File: config.mk
export PLATFORM = sky130hd
export DESIGN_NAME = priority_task_table_top
export DESIGN_NICKNAME = d
export VERILOG_FILES = /design/src/hdl/ptt_pkg.sv /design/src/hdl/ptt_ctrl.sv /design/src/hdl/ptt_dpath.sv /design/src/hdl/priority_task_table_top.sv
export SDC_FILE = /design/constraint.sdc
export NUM_CORES = 1
export LEC_CHECK = 0
export ABC_AREA = 0
export ABC_CLOCK_PERIOD_IN_PS = 4900
export BUFFER_PORTS_ARGS = -buffer_cell sky130_fd_sc_hd__clkbuf_2
export CAP_MARGIN = 20
export CORE_UTILIZATION = 35
export DETAILED_ROUTE_END_ITERATION = 8
export PLACE_DENSITY = 0.52
export SYNTH_ARGS = -nofsm -noshare
export SYNTH_HDL_FRONTEND = slang
export SYNTH_SLANG_ARGS = --single-unit
File: constraint.sdc
create_clock -name clk -period 4.9 [get_ports clk]
set_input_delay 0.49 -clock clk [delete_from_list [all_inputs] [get_ports clk]]
set_output_delay 0.49 -clock clk [all_outputs]
set_load 0.01 [all_outputs]
File: src/hdl/ptt_pkg.sv
`timescale 1ns / 1ps
// Shared types and constants of the priority task table.
// Used by ptt_ctrl, ptt_dpath and priority_task_table_top; depends on nothing.
package ptt_pkg;

	localparam int DEPTH = 16;
	localparam int IDX_W = (DEPTH > 1) ? $clog2(DEPTH) : 1;
	localparam int CNT_W = $clog2(DEPTH + 1);
	localparam int ID_W  = 16;
	localparam int PRI_W = 16;
	localparam int POS_W = 5;
	localparam int REM_W = 4;
	localparam int ENT_W = ID_W + PRI_W;

	typedef enum logic [1:0] {
		OP_ADD    = 2'd0,
		OP_UPDATE = 2'd1,
		OP_NEXT   = 2'd2
	} op_t;

	typedef enum logic [1:0] {
		ST_REMOVED = 2'd0,
		ST_EMPTY   = 2'd1,
		ST_FULL    = 2'd2
	} status_t;

	// What the datapath does with a word that comes back from the table
	typedef enum logic [1:0] {
		PH_NONE  = 2'd0,
		PH_UPD   = 2'd1,
		PH_BEST  = 2'd2,
		PH_SHIFT = 2'd3
	} phase_t;

	typedef struct packed {
		logic    load_in;
		logic    add_wr;
		logic    ptr_zero;
		logic    ptr_best;
		logic    issue;
		phase_t  phase;
		logic    dec_count;
		logic    res_load;
		status_t res_status;
	} ptt_cmd_t;

	typedef struct packed {
		logic [1:0] op;
		logic       full;
		logic       empty;
		logic       ptr_done;
		logic       vld_s1;
		logic       found;
		logic       out_free;
	} ptt_sts_t;

endpackage

File: src/hdl/ptt_ctrl.sv
`timescale 1ns / 1ps
// Controller of the priority task table: sequences add, update and remove.
// Depends on ptt_pkg; drives ptt_dpath through ptt_cmd_t.
module ptt_ctrl
	import ptt_pkg::*;
(
	input  logic     clk,
	input  logic     arst_n,
	input  logic     in_valid,
	output logic     in_ready,
	input  ptt_sts_t sts,
	output ptt_cmd_t cmd
);

	typedef enum logic [5:0] {
		S_IDLE  = 6'b000001,
		S_DISP  = 6'b000010,
		S_UPD   = 6'b000100,
		S_BEST  = 6'b001000,
		S_SHIFT = 6'b010000,
		S_RES   = 6'b100000
	} state_t;

	state_t  state_q, state_d;
	status_t res_q, res_d;

	assign in_ready = (state_q == S_IDLE);

	always_comb begin
		state_d = state_q;
		res_d   = res_q;
		cmd     = '0;
		unique case (state_q)
			S_IDLE: begin
				cmd.load_in = in_valid;
				if (in_valid) begin
					state_d = S_DISP;
				end
			end
			S_DISP: begin
				unique case (sts.op)
					OP_ADD: begin
						if (sts.full) begin
							res_d   = ST_FULL;
							state_d = S_RES;
						end else begin
							cmd.add_wr = 1'b1;
							state_d    = S_IDLE;
						end
					end
					OP_UPDATE: begin
						cmd.ptr_zero = 1'b1;
						state_d      = S_UPD;
					end
					OP_NEXT: begin
						if (sts.empty) begin
							res_d   = ST_EMPTY;
							state_d = S_RES;
						end else begin
							cmd.ptr_zero = 1'b1;
							state_d      = S_BEST;
						end
					end
					default: begin
						state_d = S_IDLE;
					end
				endcase
			end
			S_UPD: begin
				cmd.phase = PH_UPD;
				cmd.issue = !sts.ptr_done && !sts.found;
				if (sts.found || (sts.ptr_done && !sts.vld_s1)) begin
					state_d = S_IDLE;
				end
			end
			S_BEST: begin
				cmd.phase = PH_BEST;
				cmd.issue = !sts.ptr_done;
				if (sts.ptr_done && !sts.vld_s1) begin
					cmd.ptr_best = 1'b1;
					state_d      = S_SHIFT;
				end
			end
			S_SHIFT: begin
				cmd.phase = PH_SHIFT;
				cmd.issue = !sts.ptr_done;
				if (sts.ptr_done && !sts.vld_s1) begin
					cmd.dec_count = 1'b1;
					res_d         = ST_REMOVED;
					state_d       = S_RES;
				end
			end
			S_RES: begin
				cmd.res_status = res_q;
				cmd.res_load   = sts.out_free;
				if (sts.out_free) begin
					state_d = S_IDLE;
				end
			end
			default: begin
				state_d = S_IDLE;
			end
		endcase
	end

	always_ff @(posedge clk or negedge arst_n) begin
		if (!arst_n) begin
			state_q <= S_IDLE;
			res_q   <= ST_REMOVED;
		end else begin
			state_q <= state_d;
			res_q   <= res_d;
		end
	end

endmodule

File: src/hdl/ptt_dpath.sv
`timescale 1ns / 1ps
// Datapath of the priority task table: entry memory, scan pointer, best-entry
// tracker and result register. Depends on ptt_pkg; steered by ptt_ctrl.
module ptt_dpath
	import ptt_pkg::*;
(
	input  logic              clk,
	input  logic              arst_n,
	input  ptt_cmd_t          cmd,
	input  logic [1:0]        in_op,
	input  logic [ID_W-1:0]   in_id,
	input  logic [PRI_W-1:0]  in_pri,
	input  logic              out_ready,
	output logic              out_valid,
	output status_t           out_status,
	output logic [ID_W-1:0]   out_id,
	output logic [POS_W-1:0]  out_pos,
	output logic [REM_W-1:0]  out_rem,
	output ptt_sts_t          sts
);

	logic [ENT_W-1:0] mem_q [DEPTH];

	logic [1:0]       op_q;
	logic [ID_W-1:0]  id_q;
	logic [PRI_W-1:0] pri_q;
	logic [CNT_W-1:0] count_q;
	logic [CNT_W-1:0] rd_ptr_q;
	logic             vld_s1;
	logic [IDX_W-1:0] idx_s1;
	logic [ENT_W-1:0] rdata_s1;
	logic             found_q;
	logic             have_best_q;
	logic [ID_W-1:0]  best_id_q;
	logic [PRI_W-1:0] best_pri_q;
	logic [IDX_W-1:0] best_idx_q;
	logic             out_valid_q;
	status_t          out_status_q;
	logic [ID_W-1:0]  out_id_q;
	logic [POS_W-1:0] out_pos_q;
	logic [REM_W-1:0] out_rem_q;

	logic [ID_W-1:0]  rd_id;
	logic [PRI_W-1:0] rd_pri;
	logic             upd_hit;
	logic             better;
	logic             wr_en;
	logic [IDX_W-1:0] wr_addr;
	logic [ENT_W-1:0] wr_data;
	logic             full;

	assign rd_id  = rdata_s1[ENT_W-1:PRI_W];
	assign rd_pri = rdata_s1[PRI_W-1:0];
	assign full   = (count_q == CNT_W'(DEPTH));

	assign upd_hit = (cmd.phase == PH_UPD) && vld_s1 && !found_q && (rd_id == id_q);
	assign better  = !have_best_q || (rd_pri > best_pri_q) ||
		((rd_pri == best_pri_q) && (rd_id < best_id_q));

	// One write port: append, priority rewrite, or close the gap one slot down
	always_comb begin
		wr_en   = 1'b0;
		wr_addr = count_q[IDX_W-1:0];
		wr_data = {id_q, pri_q};
		if (cmd.add_wr) begin
			wr_en = 1'b1;
		end else if (upd_hit) begin
			wr_en   = 1'b1;
			wr_addr = idx_s1;
		end else if ((cmd.phase == PH_SHIFT) && vld_s1) begin
			wr_en   = 1'b1;
			wr_addr = idx_s1 - IDX_W'(1);
			wr_data = rdata_s1;
		end
	end

	always_ff @(posedge clk) begin
		if (wr_en) begin
			mem_q[wr_addr] <= wr_data;
		end
		if (cmd.issue) begin
			rdata_s1 <= mem_q[rd_ptr_q[IDX_W-1:0]];
			idx_s1   <= rd_ptr_q[IDX_W-1:0];
		end
		if (cmd.load_in) begin
			op_q  <= in_op;
			id_q  <= in_id;
			pri_q <= in_pri;
		end
		if ((cmd.phase == PH_BEST) && vld_s1 && better) begin
			best_id_q  <= rd_id;
			best_pri_q <= rd_pri;
			best_idx_q <= idx_s1;
		end
		if (cmd.res_load) begin
			out_status_q <= cmd.res_status;
			if (cmd.res_status == ST_REMOVED) begin
				out_id_q  <= best_id_q;
				out_pos_q <= POS_W'(CNT_W'(best_idx_q) + CNT_W'(1));
				out_rem_q <= REM_W'(count_q);
			end else begin
				out_id_q  <= '0;
				out_pos_q <= '0;
				out_rem_q <= '0;
			end
		end
	end

	always_ff @(posedge clk or negedge arst_n) begin
		if (!arst_n) begin
			count_q     <= '0;
			rd_ptr_q    <= '0;
			vld_s1      <= 1'b0;
			found_q     <= 1'b0;
			have_best_q <= 1'b0;
			out_valid_q <= 1'b0;
		end else begin
			vld_s1 <= cmd.issue;
			if (cmd.add_wr) begin
				count_q <= count_q + CNT_W'(1);
			end else if (cmd.dec_count) begin
				count_q <= count_q - CNT_W'(1);
			end
			priority if (cmd.ptr_zero) begin
				rd_ptr_q <= '0;
			end else if (cmd.ptr_best) begin
				rd_ptr_q <= CNT_W'(best_idx_q) + CNT_W'(1);
			end else if (cmd.issue) begin
				rd_ptr_q <= rd_ptr_q + CNT_W'(1);
			end
			if (cmd.load_in) begin
				found_q     <= 1'b0;
				have_best_q <= 1'b0;
			end else begin
				if (upd_hit) begin
					found_q <= 1'b1;
				end
				if ((cmd.phase == PH_BEST) && vld_s1) begin
					have_best_q <= 1'b1;
				end
			end
			if (cmd.res_load) begin
				out_valid_q <= 1'b1;
			end else if (out_ready) begin
				out_valid_q <= 1'b0;
			end
		end
	end

	assign sts.op       = op_q;
	assign sts.full     = full;
	assign sts.empty    = (count_q == '0);
	assign sts.ptr_done = (rd_ptr_q >= count_q);
	assign sts.vld_s1   = vld_s1;
	assign sts.found    = found_q;
	assign sts.out_free = !out_valid_q || out_ready;

	assign out_valid  = out_valid_q;
	assign out_status = out_status_q;
	assign out_id     = out_id_q;
	assign out_pos    = out_pos_q;
	assign out_rem    = out_rem_q;

	a_count_bound: assert property (@(posedge clk) disable iff (!arst_n)
		count_q <= CNT_W'(DEPTH))
		else $error("entry count above table depth");

	a_wr_in_range: assert property (@(posedge clk) disable iff (!arst_n)
		wr_en |-> (CNT_W'(wr_addr) <= count_q))
		else $error("table write beyond the filled region");

	a_add_not_full: assert property (@(posedge clk) disable iff (!arst_n)
		cmd.add_wr |-> !full)
		else $error("append issued on a full table");

	a_dec_nonempty: assert property (@(posedge clk) disable iff (!arst_n)
		cmd.dec_count |-> (count_q != '0))
		else $error("removal from an empty table");

	a_result_slot: assert property (@(posedge clk) disable iff (!arst_n)
		cmd.res_load |-> (!out_valid_q || out_ready))
		else $error("result register overwritten before it was taken");

endmodule

File: src/hdl/priority_task_table_top.sv
`timescale 1ns / 1ps
// Priority task table top level. ADD and ignored opcodes return to idle right after dispatch;
// UPDATE scans up to the matched position (to the end with no match). A result word follows a
// dropped ADD, an empty NEXT or a NEXT removal, the last paced by the single memory read
// port that serves the best-entry scan and then the gap-closing shift from the winner onward.
// Throughput: one word at a time; a stalled result word holds the controller. Reset (arst_n
// low, asynchronous) empties the table and idles. Depends on ptt_pkg, ptt_ctrl and ptt_dpath.
module priority_task_table_top
	import ptt_pkg::*;
(
	input  logic        clk,
	input  logic        arst_n,
	// Command stream
	input  logic        s_tvalid,
	output logic        s_tready,
	input  logic [31:0] s_tdata,  // [15:0] task_id, [31:16] priority_req
	input  logic [1:0]  s_tuser,  // [1:0] opcode
	// Result stream
	output logic        m_tvalid,
	input  logic        m_tready,
	output logic [31:0] m_tdata,  // [15:0] served_id, [20:16] position,
	                              // [24:21] remaining, [31:25] zero
	output logic [1:0]  m_tuser   // [1:0] status
);

	ptt_cmd_t         cmd;
	ptt_sts_t         sts;
	logic             ready;
	status_t          out_status;
	logic [ID_W-1:0]  out_id;
	logic [POS_W-1:0] out_pos;
	logic [REM_W-1:0] out_rem;

	// Controller: takes a command word only when idle, then walks the table
	ptt_ctrl u_ctrl (
		.clk      (clk),
		.arst_n   (arst_n),
		.in_valid (s_tvalid),
		.in_ready (ready),
		.sts      (sts),
		.cmd      (cmd)
	);

	// Datapath: holds entries, scans them one per cycle, registers the result
	ptt_dpath u_dpath (
		.clk        (clk),
		.arst_n     (arst_n),
		.cmd        (cmd),
		.in_op      (s_tuser),
		.in_id      (s_tdata[15:0]),
		.in_pri     (s_tdata[31:16]),
		.out_ready  (m_tready),
		.out_valid  (m_tvalid),
		.out_status (out_status),
		.out_id     (out_id),
		.out_pos    (out_pos),
		.out_rem    (out_rem),
		.sts        (sts)
	);

	assign s_tready = ready;

	// Pack the result word; upper bits stay zero
	assign m_tdata = {7'd0, out_rem, out_pos, out_id};
	assign m_tuser = out_status;

endmodule
==> qor_table.md, run 1 <==
| Item | Value | Unit |
|---|---|---|
| Setup violation total in the final timing report | 0 | - |
| Core ar. | 74,700 | sq um |
| Number of cells produced by synthesis | 1,332 | - |
| Worst supply voltage drop on vdd | 0.236 | mV |
| Path class of the lowest-slack min-delay path | in2reg | - |
| Global-route wire length before repair | 90,500 | microns |
| Aggregate negative setup slack | 0 | ns |
| Run status | completed | - |
| Async S/R FF share, synth | 0.0330 | - |
| Setup repair after global routing missed its margin | no | - |
| Warnings from Yosys | 0 | - |
| CP Data Arrival Time | 4.04 | ns |
| Fin. Hold Viols | 0 | - |
| Maximum number of pins on one net before global-route repair | 133 | - |
| H-Tree Level Count | 3 | - |
| DRC errors left | 0 | - |
| Post-synthesis average cell area | 19.9 | sq um |
| Clock sinks | 667 | - |
| Floorplan row count | 100 | - |
| Fill cell count | 6,548 | - |
| Required time at the worst-slack endpoint | 5.13 | ns |
| Total design power | 0.0148 | W |
| Die outline area | 77,000 | sq um |
| Count of TritonRoute iterations in the first routing pass | 5 | - |
| TritonCTS clock tree | yes | - |
| Source-to-sink clock delay at the later pin of the worst-skew pair | 0.60 | ns |
| Crit Reg-Reg Endpoint | u_dpath.mem_q[10][3] | - |
| Gr busiest metal | met2 | - |
| Area share of the largest cell type after synthesis | 0.729 | - |
| Slew of the pin with the lowest slew margin | 1.05 | ns |
| Max Freq | 0.263 | GHz |
| Total vias in the final route | 12,811 | - |
| Worst slew margin relative to its limit | 0.298 | - |
| Slowest cell on the critical path | sky130_fd_sc_hd__and4_2 | - |
| Dpl hpwl | 34,800 | microns |
| Synth-to-layout area growth | 14.8 | % |
| Largest fanout on the critical path | 26 | - |
| Die width | 277 | microns |
| Cells traversed along the worst timing path | nor3_4, and4_2, a31oi_1, o22ai_2, or3b_1, nor2_4, buf_4 | - |
| Internal reg-to-reg setup slack | 1.09 | ns |
| Starting utilization of the core area | 0.356 | - |
| Setup skew after layout | 0.0189 | ns |
| I/O pin count | 74 | - |
| Sequential share of the synthesized area | 0.750 | - |
| Die boundary height | 277 | microns |
| Top cells by count, synth | 645 x sky130_fd_sc_hd__edfxtp_1, 160 x sky130_fd_sc_hd__mux4_2, 115 x sky130_fd_sc_hd__nand2_1, 47 x sky130_fd_sc_hd__ha_1, 47 x sky130_fd_sc_hd__inv_1 | - |
| Global routing met1 resource utilization | 0.224 | - |
| Count of buffers from port buffering | 66 | - |
| Relative contribution of sequential cells to total power | 0.467 | - |
| Clock edge transition at the registers on the reported setup and hold paths | 0.06 | ns |
| Most frequently used cell type in the post-synthesis netlist | sky130_fd_sc_hd__edfxtp_1 | - |
| Element type at the critical path end | register | - |
| Distinct cell type count of the synthesized netlist | 63 | - |
| Cell at the root of the clock tree | sky130_fd_sc_hd__clkbuf_16 | - |
| Area of the mapped netlist | 26,600 | sq um |
| Category of the most critical setup path | reg2reg | - |
| Switching part of the total | 0.262 | - |
| Cells on Worst Hold Path | 1 | - |
| Crit path largest cell delay | 0.70 | ns |
| Area of all sequential standard cells | 19,900 | sq um |
| Final weighted congestion of routability-driven global placement | 0.815 | - |
| Flop and latch count out of synthesis | 667 | - |
| Net Sw Power | 0.00388 | W |
| Antenna diode count | 0 | - |
| Final WL | 61,300 | microns |
| Vias per cell | 5.20 | - |
| Post-route minimum period | 3.81 | ns |
| Leading post-synthesis cells by cell area | sky130_fd_sc_hd__edfxtp_1 73%, sky130_fd_sc_hd__mux4_2 14%, sky130_fd_sc_hd__ha_1 2.2% | - |
| Areal power density over the cells | 486 | nW/um^2 |
| Number of slew-limit violations in the final report | 0 | - |
| Grt met3 use | 0.0355 | - |
| Area occupied by multi-input gates | 6350 | sq um |
| Gr usage total | 0.162 | - |
| Layout net count | 1,537 | - |
| Hold slack | 0.0647 | ns |
| Aggregate global routing overflow | 0 | - |
| Number of antenna violations at the first check in global routing | 0 | - |
| Met2 Use GR | 0.259 | - |
| Number of global-route vias before repair | 13,459 | - |
| Initial DRC count | 1,094 | - |
| Power share of the clock group | 0.345 | - |
| WL/cell | 24.8 | microns |
| Cell type contributing the most total cell area after synthesis | sky130_fd_sc_hd__edfxtp_1 | - |
| Max cap viols | 0 | - |
| Int Pwr | 0.0109 | W |
| Logic gate share of total power | 0.187 | - |
| FF-to-FF Start | u_ctrl.state_q[1] | - |
| Startpoint of the worst hold path | s_tdata[28] | - |
| Reg2Reg Depth | 7 | - |
| # Post-CTS Setup Buffers | 0 | - |
| WHS Endpoint | u_dpath.pri_q[12] | - |
| Static leakage | 9.91 | nW |
| Post-route fraction of the period consumed by the critical path | 0.777 | - |
| Setup crit start kind | register | - |
| Number of clock buffers inserted by TritonCTS | 73 | - |
| Number of enable flip-flop cells after synthesis | 645 | - |
| Final antenna-violating net count | 0 | - |
| Dominant synthesized flop cell | sky130_fd_sc_hd__edfxtp_1 | - |
| Number of buffers between clock root and the deepest sink | 3 | - |
| Share of cells above drive strength 1 | 0.257 | - |
## registers in the layout, summed over array words and instances, names as in the netlist, 4 cells and up
register,count
u_dpath.mem_q,512
u_dpath.out_pos,5
u_dpath.id_q,16
u_dpath.idx_s1,4
u_dpath.count_q,5
u_dpath.rd_ptr_q,5
u_dpath.pri_q,16
u_dpath.best_idx_q,4
u_dpath.best_id_q,16
u_dpath.out_id,16
u_ctrl.state_q,6
u_dpath.out_rem,4
u_dpath.best_pri_q,16
u_dpath.rdata_s1,32
## power by group through the flow
stage / Combinational, W / Sequential (W) / Clock, W
final: 0.00277 / 0.00692 / 0.00512
after detailed placement: 0.00284 / 0.00705 / 0
after CTS: 0.00284 / 0.00693 / 0.00524
after global routing: 0.00300 / 0.00695 / 0.00547
after global placement: 0.00279 / 0.00704 / 0
after floorplan: 0.00201 / 0.00693 / 0
## metal layers
| metal | up-vias | part of all wire |
|---|---|---|
| li1 | 5597 | - |
| met1 | 6761 | 0.45 |
| met2 | 365 | 0.47 |
| met3 | 88 | 0.053 |
| met4 | 0 | 0.022 |
| met5 | - | 0 |
## worst max path at each step
stage                                 start                     to  slack, ns  cells past startpoint
after global routing      u_ctrl.state_q[1]  u_dpath.mem_q[10][13]       0.83                      7
after detailed placement  u_ctrl.state_q[1]  u_dpath.mem_q[10][15]       1.12                      7
after global placement    u_ctrl.state_q[1]  u_dpath.mem_q[11][15]       1.17                      7
final                     u_ctrl.state_q[1]   u_dpath.mem_q[10][3]       1.09                      7
after floorplan           u_ctrl.state_q[1]   u_dpath.mem_q[13][0]      -0.52                      8
after CTS                 u_ctrl.state_q[1]  u_dpath.mem_q[10][22]       1.11                      7
## through the flow
step           instance area (sq um)  utilization  instances  setup slack [ns]
3_5_place_dp                   28200        0.378       2341              1.12
5_1_grt                        30500        0.408       2466             0.835
3_3_place_gp                   28200        0.378       2340              1.17
2_1_floorplan                  26600            -       1338            -0.521
6_report                       30500        0.408       2466              1.09
4_1_cts                        30400        0.407       2463              1.11
## critical path: cells and delay by family, from the launching register on
family | cells | cell delay [ns]
flip-flops | 1 | 0.44
buffers and inverters | 1 | 0.49
AO/OA/AOI/OAI | 2 | 0.70
AND/OR/NAND/NOR | 4 | 1.80
## logic make-up after synthesis
logic type | count (synthesis) | synth area share
muxes | 163 | 0.137
buffers and inverters | 108 | 0.0166
and+or+nand+nor | 248 | 0.0457
other | 1 | 0.000141
AOI/OAI and AO/OA | 74 | 0.0198
xor gates and xnor gates | 23 | 0.00787
adders and majority gates | 48 | 0.0229
DFF | 667 | 0.750
## layout by cell type, fill, tap and decap left out, drive strengths merged, types with 5 or more instances in the layout
cell type  instances
edfxtp           645
mux4             160
clkbuf           158
nand2            115
inv               50
ha                47
nor3              36
buf               31
nor2              27
clkinv            22
xnor2             21
dfrtp             21
a21oi             14
nand3             14
a21o              12
o21ai             11
nand4             10
a31oi              9
and2               8
conb               7
nor4               7
nand2b             6
nor2b              5
o21a               5
o22ai              5
## cell type report
class	instances	share of cell area
inverters	47	0.00579
multi-input cells	563	0.208
flip-flops and latches	667	0.654
clock buffers	92	0.0633
repair buffers	99	0.0210
clock inverters	29	0.00821
well taps	969	0.0398
## what timing repair did
item,in CTS,in global routing
hold endpoints to repair,21,0
setup endpoints to repair,0,0
hold buffers,1,0
resized for setup,0,0
No activity file was read; power rests on OpenSTA's default activity.
==> run 2, diff against run 1 <==
- ABC_CLOCK_PERIOD_IN_PS: 4900 -> 3800
- PLACE_DENSITY: 0.52 -> 0.5
- clock period: 4.9 -> 3.8 ns (I/O delays scaled with it)
==> qor_table.md, run 2 (synthesized netlist as in run 1, its figures left out) <==
| Item | Value | Unit | Delta |
|---|---|---|---|
| Most frequent cells in the layout | 645 x sky130_fd_sc_hd__edfxtp_1, 160 x sky130_fd_sc_hd__mux4_2, 115 x sky130_fd_sc_hd__nand2_1 | - | unchanged |
| Final antenna-violating net count | 0 | - | unchanged |
| Critical path depth in cells | 9 | - | was 7 |
| Floorplan row count | 100 | - | unchanged |
| Die width | 277 | microns | unchanged |
| Sum of buffers and inverters on the critical path | 2 | - | was 1 |
| Gr usage total | 0.168 | - | was 0.162 |
| Final WL | 63,100 | microns | was 61,300 microns |
| Setup repair after global routing missed its margin | no | - | unchanged |
| Post-route fraction of the period consumed by the critical path | 0.928 | - | was 0.777 |
| TritonCTS clock tree | yes | - | unchanged |
| Initial DRC count | 1,050 | - | was 1,094 |
| Dpl hpwl | 37,400 | microns | was 34,800 microns |
| End-of-flow core utilization | 0.422 | - | was 0.408 |
| Slew of the pin with the lowest slew margin | 0.923 | ns | was 1.05 ns |
| Design area | 31,500 | sq um | was 30,500 sq um |
| CP Data Arrival Time | 3.79 | ns | was 4.04 ns |
| Aggregate negative setup slack | 0 | ns | unchanged |
| Required time at the worst-slack endpoint | 4.06 | ns | was 5.13 ns |
| Count of TritonRoute iterations in the first routing pass | 4 | - | was 5 |
| Slowest cell on the critical path | sky130_fd_sc_hd__nor4_1 | - | was sky130_fd_sc_hd__and4_2 |
| Setup crit start kind | register | - | unchanged |
| Most common library cell in the layout ignoring fill and taps | sky130_fd_sc_hd__edfxtp_1 | - | unchanged |
| Max cap viols | 0 | - | unchanged |
| Fin. Hold Viols | 0 | - | unchanged |
| Path class of the lowest-slack min-delay path | in2reg | - | unchanged |
| Category of the most critical setup path | reg2reg | - | unchanged |
| Reg2Reg Depth | 9 | - | was 7 |
| Element type at the critical path end | register | - | unchanged |
| Source-to-sink clock delay at the later pin of the worst-skew pair | 0.63 | ns | was 0.60 ns |
| Fill cell count | 6,522 | - | was 6,548 |
| Cell at the root of the clock tree | sky130_fd_sc_hd__clkbuf_16 | - | unchanged |
| Maximum number of pins on one net before global-route repair | 78 | - | was 133 |
| Instance area after placement | 28,600 | sq um | was 28,200 sq um |
| Number of buffers between clock root and the deepest sink | 3 | - | unchanged |
| Registers with the most flip-flops | u_dpath.mem_q: 512 flops, u_dpath.rdata_s1: 32 flops | - | unchanged |
| Final weighted congestion of routability-driven global placement | 0.771 | - | was 0.815 |
| Clock edge transition at the registers on the reported setup and hold paths | 0.06 | ns | about the same |
| Die outline area | 77,000 | sq um | unchanged |
| Family of cells with the greatest summed delay on the critical path | compound AO/OA/AOI/OAI gates | - | was simple AND/OR/NAND/NOR gates |
| Vias per cell | 5.16 | - | was 5.20 |
| Number of flip-flops under the largest register name | 512 | - | unchanged |
| I/O pin count | 74 | - | unchanged |
| Synth-to-layout area growth | 18.7 | % | was 14.8% |
| Worst supply voltage drop on vdd | 0.471 | mV | was 0.236 mV |
| Worst slew margin relative to its limit | 0.384 | - | was 0.298 |
| H-Tree Level Count | 3 | - | unchanged |
| Aggregate global routing overflow | 0 | - | unchanged |
| Crit path largest cell delay | 0.62 | ns | was 0.70 ns |
| Cells traversed along the worst timing path | xnor2_1, nand4_1, nor4_1, a21oi_1, o22ai_2, o311ai_0, buf_4, nor2_4, buf_4 | - | was nor3_4, and4_2, a31oi_1, o22ai_2, or3b_1, nor2_4, buf_4 |
| Max Freq | 0.284 | GHz | was 0.263 GHz |
| Setup skew after layout | 0.0233 | ns | was 0.0189 ns |
| Global-route wire length before repair | 93,800 | microns | was 90,500 microns |
| Setup violation total in the final timing report | 0 | - | unchanged |
| Share of cells above drive strength 1 | 0.270 | - | was 0.257 |
| Static leakage | 10.4 | nW | was 9.91 nW |
| Layout net count | 1,584 | - | was 1,537 |
| Clock sinks | 667 | - | unchanged |
| Post-route minimum period | 3.53 | ns | was 3.81 ns |
| Areal power density over the cells | 640 | nW/um^2 | was 486 nW/um^2 |
| Number of antenna violations at the first check in global routing | 3 | - | was 0 |
| Run status | completed | - | unchanged |
| Die boundary height | 277 | microns | unchanged |
| Core ar. | 74,700 | sq um | unchanged |
| Number of global-route vias before repair | 13,608 | - | was 13,459 |
| Starting utilization of the core area | 0.356 | - | unchanged |
| Worst slack, placed | 0.289 | ns | was 1.12 ns |
| Count of buffers from port buffering | 66 | - | unchanged |
| WL/cell | 25.0 | microns | was 24.8 microns |
| Min setup slack post-route | 0.273 | ns | was 1.09 ns |
| Number of clock buffers inserted by TritonCTS | 73 | - | unchanged |
| DRC errors left | 0 | - | unchanged |
| Number of slew-limit violations in the final report | 0 | - | unchanged |
| Total vias in the final route | 13,009 | - | was 12,811 |
| CP dominant cell by count | sky130_fd_sc_hd__buf_4 | - |  |
| Largest register by flop count | u_dpath.mem_q | - | unchanged |
| Cells on Worst Hold Path | 1 | - | unchanged |
| Hold slack | 0.0397 | ns | was 0.0647 ns |
| Antenna diode count | 0 | - | unchanged |
| Largest fanout on the critical path | 21 | - | was 26 |
## run 2: cell types whose count changed in the layout (fill, tap and decap cells not counted), sizes merged, moves of 2 or more
cell	change
clkbuf	-5
clkinvlp	+4
inv	+2
bufinv	+10
dlygate4sd3	+34
buf	+14
## run 2: path summary, 6_finish.rpt
kind / slack (ns) / end / start
min reg2reg: 0.47 / u_dpath.best_pri_q[0] / u_dpath.rdata_s1[0]
min: 0.04 / u_dpath.id_q[1] / s_tdata[1]
min in group asynchronous: 0.31 / u_ctrl.res_q[1] / arst_n
max: 0.27 / u_dpath.mem_q[3][13] / u_dpath.rdata_s1[18]
max in group asynchronous: 3.02 / u_dpath.rd_ptr_q[1] / arst_n
max reg2reg: 0.27 / u_dpath.mem_q[3][13] / u_dpath.rdata_s1[18]
## run 2: final cells by class
class	count	area (sq um)	area share
clock buffer	87	1880	0.0596
clock inverter	44	658	0.0209
inverter	47	176	0.00560
multi-input combinational	563	6390	0.203
sequential	667	19900	0.632
tap	969	1210	0.0385
timing repair buffer	146	1260	0.0401
## run 2: through the flow
step,instances,power (W)
after floorplan,1338,0.0115
after global placement,2356,0.0128
after detailed placement,2356,0.0129
after CTS,2522,0.0204
after global routing,2523,0.0210
final,2523,0.0202
## run 2: what timing repair did
| item | in CTS | in global routing |
|---|---|---|
| hold buffers | 35 | 0 |
| setup buffers | 0 | 0 |
| endpoints found under the hold margin | 55 | 0 |
| gates resized for setup | 0 | 0 |
## run 2: metal layers
| metal | part of all wire | track usage |
|---|---|---|
| met2 | 0.48 | 0.269 |
| met3 | 0.044 | 0.0280 |
| met5 | 0 | 0 |
| met4 | 0.020 | 0.0463 |
| met1 | 0.46 | 0.237 |
## run 2: power breakdown
part / switching (W) / internal (W)
sequential: 0.000184 / 0.00868
combinational: 0.00215 / 0.00164
clock: 0.00298 / 0.00453
total: 0.00532 / 0.0149
